### config.mk
export PLATFORM = sky130hd
export DESIGN_NAME = multichannel_pwm_fader_core_flat
export DESIGN_NICKNAME = d
export VERILOG_FILES = /design/src/rtl/mpf_pkg.sv /design/src/rtl/mpf_in_if.sv /design/src/rtl/mpf_out_if.sv /design/src/rtl/mpf_cfg_if.sv /design/src/rtl/multichannel_pwm_fader_core.sv /design/src/flat_wrapper.sv
export SDC_FILE = /design/constraint.sdc
export NUM_CORES = 1
export LEC_CHECK = 0
export BUFFER_PORTS_ARGS = -buffer_cell sky130_fd_sc_hd__buf_2
export CAP_MARGIN = 20
export CORE_MARGIN = 4
export CORE_UTILIZATION = 51
export DETAILED_ROUTE_END_ITERATION = 6
export PLACE_DENSITY = 0.79
export SLEW_MARGIN = 30
export SYNTH_ARGS = -nofsm -noshare
export SYNTH_HDL_FRONTEND = slang
export SYNTH_SLANG_ARGS = --single-unit
### constraint.sdc
create_clock -name i_clk -period 4 [get_ports i_clk]
set_clock_uncertainty 0.2 [all_clocks]
set_input_delay 0.2 -clock i_clk [delete_from_list [all_inputs] [get_ports i_clk]]
set_output_delay 0.2 -clock i_clk [all_outputs]
set_load 0.01 [all_outputs]
### src/rtl/mpf_pkg.sv
// ----------------------------------------------------------------------------
// mpf_pkg
// shared types and constants of the multichannel pwm fader
// ----------------------------------------------------------------------------
`default_nettype none

package mpf_pkg;

    localparam int DUTY_MAX   = 100;
    localparam int CHANNELS   = 8;
    localparam int FADE_RESET = 200;

    localparam int LEVEL_W = 7;
    localparam int CHAN_W  = 3;
    localparam int MODE_W  = 3;
    localparam int PRE_W   = 16;
    localparam int PINS_W  = 8;

    typedef logic [LEVEL_W-1:0] t_level;
    typedef logic [CHAN_W-1:0]  t_chan;
    typedef logic [MODE_W-1:0]  t_mode_raw;
    typedef logic [PRE_W-1:0]   t_pre;
    typedef logic [PINS_W-1:0]  t_pins;

    typedef enum logic [0:0] {
        ACT_TICK = 1'b0,
        ACT_SET  = 1'b1
    } t_action;

    typedef enum logic [MODE_W-1:0] {
        MODE_IDLE    = 3'd0,
        MODE_ASCEND  = 3'd1,
        MODE_DESCEND = 3'd2,
        MODE_KEEP    = 3'd3,
        MODE_ON      = 3'd4,
        MODE_OFF     = 3'd5
    } t_mode;

endpackage

`default_nettype wire

### src/rtl/mpf_in_if.sv
// ----------------------------------------------------------------------------
// mpf_in_if
// input channel: tick or set command beats
// ----------------------------------------------------------------------------
`default_nettype none

interface mpf_in_if;
    import mpf_pkg::*;

    logic      valid;
    logic      ready;
    logic      action;
    t_chan     channel;
    t_mode_raw new_mode;
    t_level    new_level;

    modport source (output valid, output action, output channel, output new_mode,
                    output new_level, input ready);
    modport sink   (input valid, input action, input channel, input new_mode,
                    input new_level, output ready);
endinterface

`default_nettype wire

### src/rtl/mpf_out_if.sv
// ----------------------------------------------------------------------------
// mpf_out_if
// result channel: pin and fading status beats
// ----------------------------------------------------------------------------
`default_nettype none

interface mpf_out_if;
    import mpf_pkg::*;

    logic  valid;
    logic  ready;
    t_pins pwm_pins;
    t_pins fading_mask;

    modport source (output valid, output pwm_pins, output fading_mask, input ready);
    modport sink   (input valid, input pwm_pins, input fading_mask, output ready);
endinterface

`default_nettype wire

### src/rtl/mpf_cfg_if.sv
// ----------------------------------------------------------------------------
// mpf_cfg_if
// configuration write channel for fade_interval
// ----------------------------------------------------------------------------
`default_nettype none

interface mpf_cfg_if;
    import mpf_pkg::*;

    logic valid;
    logic ready;
    t_pre data;

    modport source (output valid, output data, input ready);
    modport sink   (input valid, input data, output ready);
endinterface

`default_nettype wire

### src/rtl/multichannel_pwm_fader_core.sv
// ----------------------------------------------------------------------------
// multichannel_pwm_fader_core
// eight-channel pwm generator with shared duty counter and timed fading
// ----------------------------------------------------------------------------
// Every input beat is either a pwm tick or a set command for one channel,
// and every input beat yields exactly one result beat carrying the pin
// levels and the ascend/descend mask after that beat. The whole update of
// counter, prescaler and all channels happens in the cycle the beat is
// taken, so the core sustains one beat per clock; the result sits in an
// output register and a new beat is taken whenever that register is empty
// or being drained in the same cycle. fade_interval is written through its
// own channel, which is always ready; a new value is used at the next
// prescaler reload. No clearing pass is needed after reset.
`default_nettype none

module multichannel_pwm_fader_core (
    input  wire logic i_clk,
    input  wire logic i_rst_n,
    mpf_in_if.sink    i_in,
    mpf_out_if.source o_out,
    mpf_cfg_if.sink   i_cfg
);
    import mpf_pkg::*;

    localparam int CNT_NEXT_W = LEVEL_W + 1;

    // configuration
    t_pre r_fade_interval;

    // shared counters
    t_level r_duty_cnt,  n_duty_cnt;
    t_pre   r_prescale,  n_prescale;

    // per-channel state
    t_mode_raw r_mode  [CHANNELS];
    t_mode_raw n_mode  [CHANNELS];
    t_level    r_level [CHANNELS];
    t_level    n_level [CHANNELS];
    logic      r_pin   [CHANNELS];
    logic      n_pin   [CHANNELS];

    // result register
    logic  r_out_valid;
    t_pins r_pins,   n_pins;
    t_pins r_fading, n_fading;

    // helpers
    logic                  in_beat;
    logic [CNT_NEXT_W-1:0] cnt_inc;
    logic                  cnt_wrap;
    logic                  fade_fire;
    logic                  drives;
    t_level                set_level;

    // one beat per cycle while the result slot is free or draining
    assign i_in.ready  = !r_out_valid || o_out.ready;
    assign in_beat     = i_in.valid && i_in.ready;
    assign i_cfg.ready = 1'b1;

    assign o_out.valid       = r_out_valid;
    assign o_out.pwm_pins    = r_pins;
    assign o_out.fading_mask = r_fading;

    always_comb begin
        cnt_inc   = CNT_NEXT_W'(r_duty_cnt) + CNT_NEXT_W'(1);
        cnt_wrap  = (cnt_inc >= CNT_NEXT_W'(DUTY_MAX));
        fade_fire = (r_prescale <= t_pre'(1));
        // set levels saturate at full duty
        set_level = (i_in.new_level > t_level'(DUTY_MAX)) ? t_level'(DUTY_MAX)
                                                          : i_in.new_level;

        n_duty_cnt = r_duty_cnt;
        n_prescale = r_prescale;
        if (i_in.action == ACT_TICK) begin
            n_duty_cnt = cnt_wrap ? '0 : cnt_inc[LEVEL_W-1:0];
            n_prescale = fade_fire ? r_fade_interval : r_prescale - t_pre'(1);
        end

        n_pins   = '0;
        n_fading = '0;
        drives   = 1'b0;
        for (int c = 0; c < CHANNELS; c++) begin
            n_mode[c]  = r_mode[c];
            n_level[c] = r_level[c];
            n_pin[c]   = r_pin[c];

            if (i_in.action == ACT_TICK) begin
                drives = (r_mode[c] == MODE_ASCEND) || (r_mode[c] == MODE_DESCEND) ||
                         (r_mode[c] == MODE_KEEP);
                // pin goes high on wrap, then low on compare match
                if (drives && cnt_wrap) begin
                    n_pin[c] = 1'b1;
                end
                if (drives && (n_duty_cnt == r_level[c])) begin
                    n_pin[c] = 1'b0;
                end

                if (fade_fire) begin
                    case (r_mode[c])
                        MODE_ASCEND: begin
                            if (r_level[c] >= t_level'(DUTY_MAX)) begin
                                n_mode[c] = MODE_IDLE;
                            end else begin
                                n_level[c] = r_level[c] + t_level'(1);
                            end
                        end
                        MODE_DESCEND: begin
                            if (r_level[c] == '0) begin
                                n_mode[c] = MODE_IDLE;
                            end else begin
                                n_level[c] = r_level[c] - t_level'(1);
                            end
                        end
                        MODE_ON: begin
                            n_mode[c]  = MODE_IDLE;
                            n_level[c] = t_level'(DUTY_MAX);
                        end
                        MODE_OFF: begin
                            n_mode[c]  = MODE_IDLE;
                            n_level[c] = '0;
                        end
                        default: begin
                        end
                    endcase
                end
            end else if (i_in.channel == t_chan'(c)) begin
                // set command: store mode and level only
                n_mode[c]  = i_in.new_mode;
                n_level[c] = set_level;
            end

            n_pins[c]   = n_pin[c];
            n_fading[c] = (n_mode[c] == MODE_ASCEND) || (n_mode[c] == MODE_DESCEND);
        end
    end

    always_ff @(posedge i_clk) begin
        if (!i_rst_n) begin
            r_fade_interval <= t_pre'(FADE_RESET);
        end else if (i_cfg.valid) begin
            r_fade_interval <= i_cfg.data;
        end
    end

    always_ff @(posedge i_clk) begin
        if (!i_rst_n) begin
            r_duty_cnt <= '0;
            r_prescale <= t_pre'(FADE_RESET);
            for (int c = 0; c < CHANNELS; c++) begin
                r_mode[c]  <= MODE_IDLE;
                r_level[c] <= '0;
                r_pin[c]   <= 1'b0;
            end
        end else if (in_beat) begin
            r_duty_cnt <= n_duty_cnt;
            r_prescale <= n_prescale;
            for (int c = 0; c < CHANNELS; c++) begin
                r_mode[c]  <= n_mode[c];
                r_level[c] <= n_level[c];
                r_pin[c]   <= n_pin[c];
            end
        end
    end

    // result register
    always_ff @(posedge i_clk) begin
        if (!i_rst_n) begin
            r_out_valid <= 1'b0;
        end else if (in_beat) begin
            r_out_valid <= 1'b1;
        end else if (o_out.ready) begin
            r_out_valid <= 1'b0;
        end
    end

    always_ff @(posedge i_clk) begin
        if (in_beat) begin
            r_pins   <= n_pins;
            r_fading <= n_fading;
        end
    end

endmodule

`default_nettype wire

### src/flat_wrapper.sv
// flat-port wrapper written by rule: the top's interface ports become plain ports
module multichannel_pwm_fader_core_flat import mpf_pkg::*;
  (i_clk, i_rst_n, i_in_valid, i_in_action, i_in_channel, i_in_new_mode, i_in_new_level, i_in_ready, o_out_valid, o_out_pwm_pins, o_out_fading_mask, o_out_ready, i_cfg_valid, i_cfg_data, i_cfg_ready);
  mpf_in_if i_in_i ();
  mpf_out_if o_out_i ();
  mpf_cfg_if i_cfg_i ();
  input  wire logic i_clk;
  input  wire logic i_rst_n;
  input wire logic [$bits(i_in_i.valid)-1:0] i_in_valid;
  input wire logic [$bits(i_in_i.action)-1:0] i_in_action;
  input wire logic [$bits(i_in_i.channel)-1:0] i_in_channel;
  input wire logic [$bits(i_in_i.new_mode)-1:0] i_in_new_mode;
  input wire logic [$bits(i_in_i.new_level)-1:0] i_in_new_level;
  output wire logic [$bits(i_in_i.ready)-1:0] i_in_ready;
  output wire logic [$bits(o_out_i.valid)-1:0] o_out_valid;
  output wire logic [$bits(o_out_i.pwm_pins)-1:0] o_out_pwm_pins;
  output wire logic [$bits(o_out_i.fading_mask)-1:0] o_out_fading_mask;
  input wire logic [$bits(o_out_i.ready)-1:0] o_out_ready;
  input wire logic [$bits(i_cfg_i.valid)-1:0] i_cfg_valid;
  input wire logic [$bits(i_cfg_i.data)-1:0] i_cfg_data;
  output wire logic [$bits(i_cfg_i.ready)-1:0] i_cfg_ready;
  assign i_in_i.valid = i_in_valid;
  assign i_in_i.action = i_in_action;
  assign i_in_i.channel = i_in_channel;
  assign i_in_i.new_mode = i_in_new_mode;
  assign i_in_i.new_level = i_in_new_level;
  assign i_in_ready = i_in_i.ready;
  assign o_out_valid = o_out_i.valid;
  assign o_out_pwm_pins = o_out_i.pwm_pins;
  assign o_out_fading_mask = o_out_i.fading_mask;
  assign o_out_i.ready = o_out_ready;
  assign i_cfg_i.valid = i_cfg_valid;
  assign i_cfg_i.data = i_cfg_data;
  assign i_cfg_ready = i_cfg_i.ready;
  multichannel_pwm_fader_core u_core (.i_clk(i_clk), .i_rst_n(i_rst_n), .i_in(i_in_i), .o_out(o_out_i), .i_cfg(i_cfg_i));
endmodule
**Yosys cells after proc, flatten, opt, wreduce, memory -nomap -nowiden**

Memory sizes are Yosys's and may differ from the RTL's.
Index checks and enable logic that the tools add are counted.

- Register bits after elaboration: 56
- Bits in latches: 0
- Memory bits (writable): 88
- Bits in read-only memories: 0
- Bits of input ports: 35
- Output and inout bits: 19
- Logic and storage cells: 350
- Memories: 3

Memories:

| memory | depth | width | read ports | clocked after Yosys merged registers in | wr ports | RTL line | text |
|---|---|---|---|---|---|---|---|
| u_core.r_level | 8 | 7 | 8 | 0 | 8 | multichannel_pwm_fader_core.sv:37 | `t_level r_level [CHANNELS];` |
| u_core.r_mode | 8 | 3 | 8 | 0 | 8 | multichannel_pwm_fader_core.sv:35 | `t_mode_raw r_mode [CHANNELS];` |
| u_core.r_pin | 8 | 1 | 8 | 0 | 8 | multichannel_pwm_fader_core.sv:39 | `logic r_pin [CHANNELS];` |

- Add/subtract/negate cells: 18
- Multiply operators: 0
- Div/mod/pow operators: 0
- Magnitude comparators: 11
- Eq/ne operators: 71
- Shifts and indexed selects: 0
- Multiplexer cells: 154
- Bitwise logic cells: 25
- Reductions and logical operators: 62

Operators with widths:

| operator | count |
|---|---|
| $mux 7 | 51 |
| $pmux 7 s4 | 8 |
| $mux 3 | 48 |
| $eq 3x2->1 const B | 26 |
| $pmux 3 s3 | 8 |
| $eq 3x3->1 const B | 20 |
| $add 7x1->7 const B | 8 |
| $eq 7x7->1 | 8 |
| $ge 7x7->1 const B | 8 |
| $logic_not 7->1 | 8 |
| $sub 7x1->7 const B | 8 |
| $eq 3x1->1 const B | 17 |
| $mux 1 | 38 |
| $logic_or 1x1->1 | 25 |
| $or 1x1->1 | 24 |
| $logic_and 1x1->1 | 17 |
| $le 16x1->1 const B | 1 |
| $mux 16 | 1 |
| $reduce_or 2->1 | 8 |
| $sub 16x1->16 const B | 1 |
| $add 7x1->8 const B | 1 |
| $ge 8x7->1 const B | 1 |
| $gt 7x7->1 const B | 1 |
| $logic_not 3->1 | 1 |
| 4 further kinds | 4 |

**Longest topological paths before layout**

- Word-level depth: 9
- Gate-level depth with buffers: 11

**Least setup slack after synthesis**

Ideal clock, no wire load.

- Path kind: flip-flop to flip-flop
- From: mem u_core.r_mode[0][22] (netlist bit)
- To: mem u_core.r_level[0][55] (netlist bit) (data pin)
- Library setup time: 0.263 ns
- Arrival time: 3.022 ns
- Required time: 3.537 ns
- Setup slack: 0.514 ns
- Stages on the path, launching flop included: 11
- Buffers on the path: 1
- Clock period less this slack: 3.486 ns
- Cells stage by stage: edfxtp_1 -> clkbuf_1 -> nor3b_1 -> fa_1 -> a21o_1 -> a21oi_1 -> or4b_2 -> o2111ai_1 -> mux2_2 -> nor2_1 -> o41ai_1

RTL lines:

| what | RTL line |
|---|---|
| start: declaration | multichannel_pwm_fader_core.sv:35 |
| end: declaration | multichannel_pwm_fader_core.sv:37 |

==> results.json <==
{
  "status": "complete, no violations",
  "antenna_cells": 0,
  "p_clk_share_pct": 35.6,
  "path_clk_slew_ns": 0.08,
  "combPwrFrac_pct": 22.8,
  "cts_inserted_buffers": 17,
  "synth-async-reset-ratio_pct": 0,
  "grt_max_degree": 48,
  "critPathSlowestCell": "a2111oi_0",
  "required_ns": 3.97,
  "drcViolationCount": 0,
  "rows": 55,
  "dr.first_iter.drc_count": 1660,
  "avgSynthCellArea_um2": 8.485,
  "hold_path.class": "in2reg",
  "place.gp.congestion": 1.061,
  "cts_sinks": 144,
  "cts_resized": 0,
  "syn_area_mm2": 0.01174,
  "yosysWarnings": 0,
  "synth_fp_nets": 1470,
  "timing.final.crit_period_ns": 3.661,
  "critPathKind": "reg2reg",
  "root_buffer": "clkbuf_16",
  "fin_crit_sh_pct": 91.53,
  "hold_viol": 0,
  "clock_path_buffers": 2,
  "htreeDepth": 4,
  "maxSlewHeadroom_pct": 32.34,
  "grt_pass1_wl_mm": 63.42,
  "via_per_inst": 6.732,
  "port_buffers": 52,
  "floorplan.die_area_mm2": 0.02552,
  "first_pass_iters": 6,
  "p_int_uw": 3056,
  "setup_viol": 0,
  "coreArea_mm2": 0.02264,
  "grt_usage_pct": 31.49,
  "post_layout_nonfiller_instances": 1749,
  "final_nets": 1537,
  "pwr-share-seq_pct": 41.6,
  "cp_cell_sequence": "ha_1 -> nand4_2 -> nor2_1 -> a211oi_1 -> buf_4 -> a2111oi_0 -> o2111ai_1 -> nor4_1 -> a21boi_1",
  "switching_share_pct": 34.84,
  "vias": 11775,
  "drt_wl_total_mm": 41.39,
  "ys.flop_type": "edfxtp_1",
  "rsz0062_at_grt": "no",
  "dp_hpwl_mm": 29.74,
  "end_kind": "register",
  "vdd_drop_max_v": 0.0002898,
  "start_util_pct": 51.87,
  "max_stage_delay_ns": 0.60,
  "drive_above_1_share_pct": 12.70,
  "io-pin-count": 54,
  "yosysUniqueCellTypes": 91,
  "power_density_mw_per_mm2": 353.3,
  "area_growth_pct": 13.06,
  "final_common_cell": "nor2_1",
  "place_inst": 1696,
  "final_antenna_net_count": 0,
  "antenna_found_initial": 1,
  "worstSetupStartpointType": "register",
  "grt_pass1_vias": 11042,
  "postSynthCellCount": 1384,
  "final_cell_mix": "132 x nor2_1, 131 x a21oi_1, 106 x nand2_1, 104 x edfxtp_1, 100 x o21ai_0",
  "maxCapViolCount": 0,
  "synth_seq_area_share_pct": 33.41,
  "routedWlPerCell_um": 23.67,
  "die_w_um": 159.7,
  "crit_family": "compound AO/OA/AOI/OAI gates",
  "maxSlewViolCount": 0,
  "tightest_slew_ns": 1.012,
  "clk_latency_ns": 0.45,
  "synth-edff-count": 104,
  "p_leak_uw": 0.005194,
  "cp_max_fo": 12,
  "worstPathArrival_ns": 3.63,
  "fmax_mhz": 273.1,
  "grt.overflow.total": 0,
  "synth-seq-cells": 144,
  "hold_buffers": 21,
  "critPathBufInv": 1,
  "power.switching_uw": 1634,
  "setup_tns_ns": 0,
  "holdWs_ns": 0.07045,
  "post-cts-setup-buffers": 0,
  "cts_tree": "done",
  "die_h_um": 159.7
}
Yosys cell counts (6+ instances only):
cell         n  area, um^2
xor2_1      22       192.7
and4_1       6       52.55
o311ai_0     6       52.55
o21ai_1      6       30.03
fa_1         8       160.2
a21boi_0    10       75.07
and3_1       9       56.30
o21ai_0    100       500.5
a31oi_1     22       137.6
o21bai_1    12       90.09
nor2b_1     37       231.5
a221oi_1    16       140.1
nand3b_1    11       82.58
a21oi_1    131       655.6
inv_1       52       195.2
ha_1        43       538.0
o211ai_1    21       157.7
a211o_1      7       61.31
nor2_1     132       495.5
or4_1        9       67.56
nand3_1     30       150.1
clkbuf_1    56       210.2
buf_2       12       60.06
dfxtp_1     40       800.8
nand2b_1    24       150.1
nor3b_1     10       75.07
a21o_1      25       187.7
nand2_1    106       397.9
xnor2_1     28       245.2
o21a_1       9       67.56
nor4_1      20       125.1
edfxtp_1   104        3123
and2_1      24       150.1
or3_1       17       106.4
mux2i_1     43       430.4
mux2_2      21       236.5
a211oi_1    15       112.6
nor3_1      29       145.1
o2111ai_1    8       70.07
through the flow:
stage / utilization (%) / worst slack (ns) / power (uW) / instance area (um^2)
floorplan: - / 0.5145 / 2656 / 11740
global placement: 54.85 / 0.5870 / 2966 / 12420
detailed placement: 54.98 / 0.4895 / 2993 / 12450
CTS: 58.65 / 0.4644 / 4654 / 13280
global route: 58.65 / 0.1736 / 4872 / 13280
finish: 58.65 / 0.3387 / 4690 / 13280
worst paths after layout:
check / from / to / slack [ns] / cells after the start
max: u_core.r_duty_cnt[1] / u_core.o_out.pwm_pins[1] / 0.34 / 9
min: i_in_new_level[2] / u_core.r_level[0][44] / 0.07 / 3
max reg2reg: u_core.r_duty_cnt[1] / u_core.o_out.pwm_pins[1] / 0.34 / 9
min reg2reg: u_core.r_fade_interval[6] / u_core.r_fade_interval[6] / 0.29 / 2
layout make-up:
class,count,area [um^2]
Inverter,53,198.9
Fill cell,1924,9363
Multi-Input combinational cell,1109,7293
Sequential cell,144,3924
Tap cell,285,356.6
Clock inverter,15,193.9
Timing Repair Buffer,126,885.9
Clock buffer,17,425.4
worst reg2reg max path, cell delays in order, from the launching register on:
cell	delay [ns]
dfxtp_1	0.53
ha_1	0.49
nand4_2	0.25
nor2_1	0.28
a211oi_1	0.10
buf_4	0.19
a2111oi_0	0.60
o2111ai_1	0.20
nor4_1	0.42
a21boi_1	0.13
kinds of logic after synthesis:
group	synth area share, %
AOI/OAI and AO/OA	25.57
xor gates and xnor gates	3.729
adders and majority gates	5.945
buffers and inverters	4.571
DFF	33.41
muxes	5.679
other	0.03193
and+or+nand+nor	21.06
layer usage:
metal / part of all wire, % / wire [um] / global-route usage (%)
met2: 44 / 18050 / 48.01
met1: 41 / 16870 / 43.06
met3: 11 / 4432 / 6.013
met5: 0 / 0 / 0
met4: 4.9 / 2039 / 15.46
power by group through the flow:
stage / registers, uW / logic (uW) / clock network (uW)
after floorplan: 1880 / 775 / 0
after global placement: 1970 / 996 / 0
after detailed placement: 1970 / 1020 / 0
after CTS: 1940 / 1050 / 1670
after global routing: 1960 / 1170 / 1740
final: 1950 / 1070 / 1670
flip-flops by register name, indices dropped and copies added (netlist names):
signal	flops
u_core.o_out.fading_mask	8
u_core.o_out.pwm_pins	8
u_core.o_out.valid	1
u_core.r_duty_cnt	7
u_core.r_fade_interval	16
u_core.r_level	56
u_core.r_mode	24
u_core.r_pin	8
u_core.r_prescale	16
Note: power is estimated with default switching activity, not from simulation.
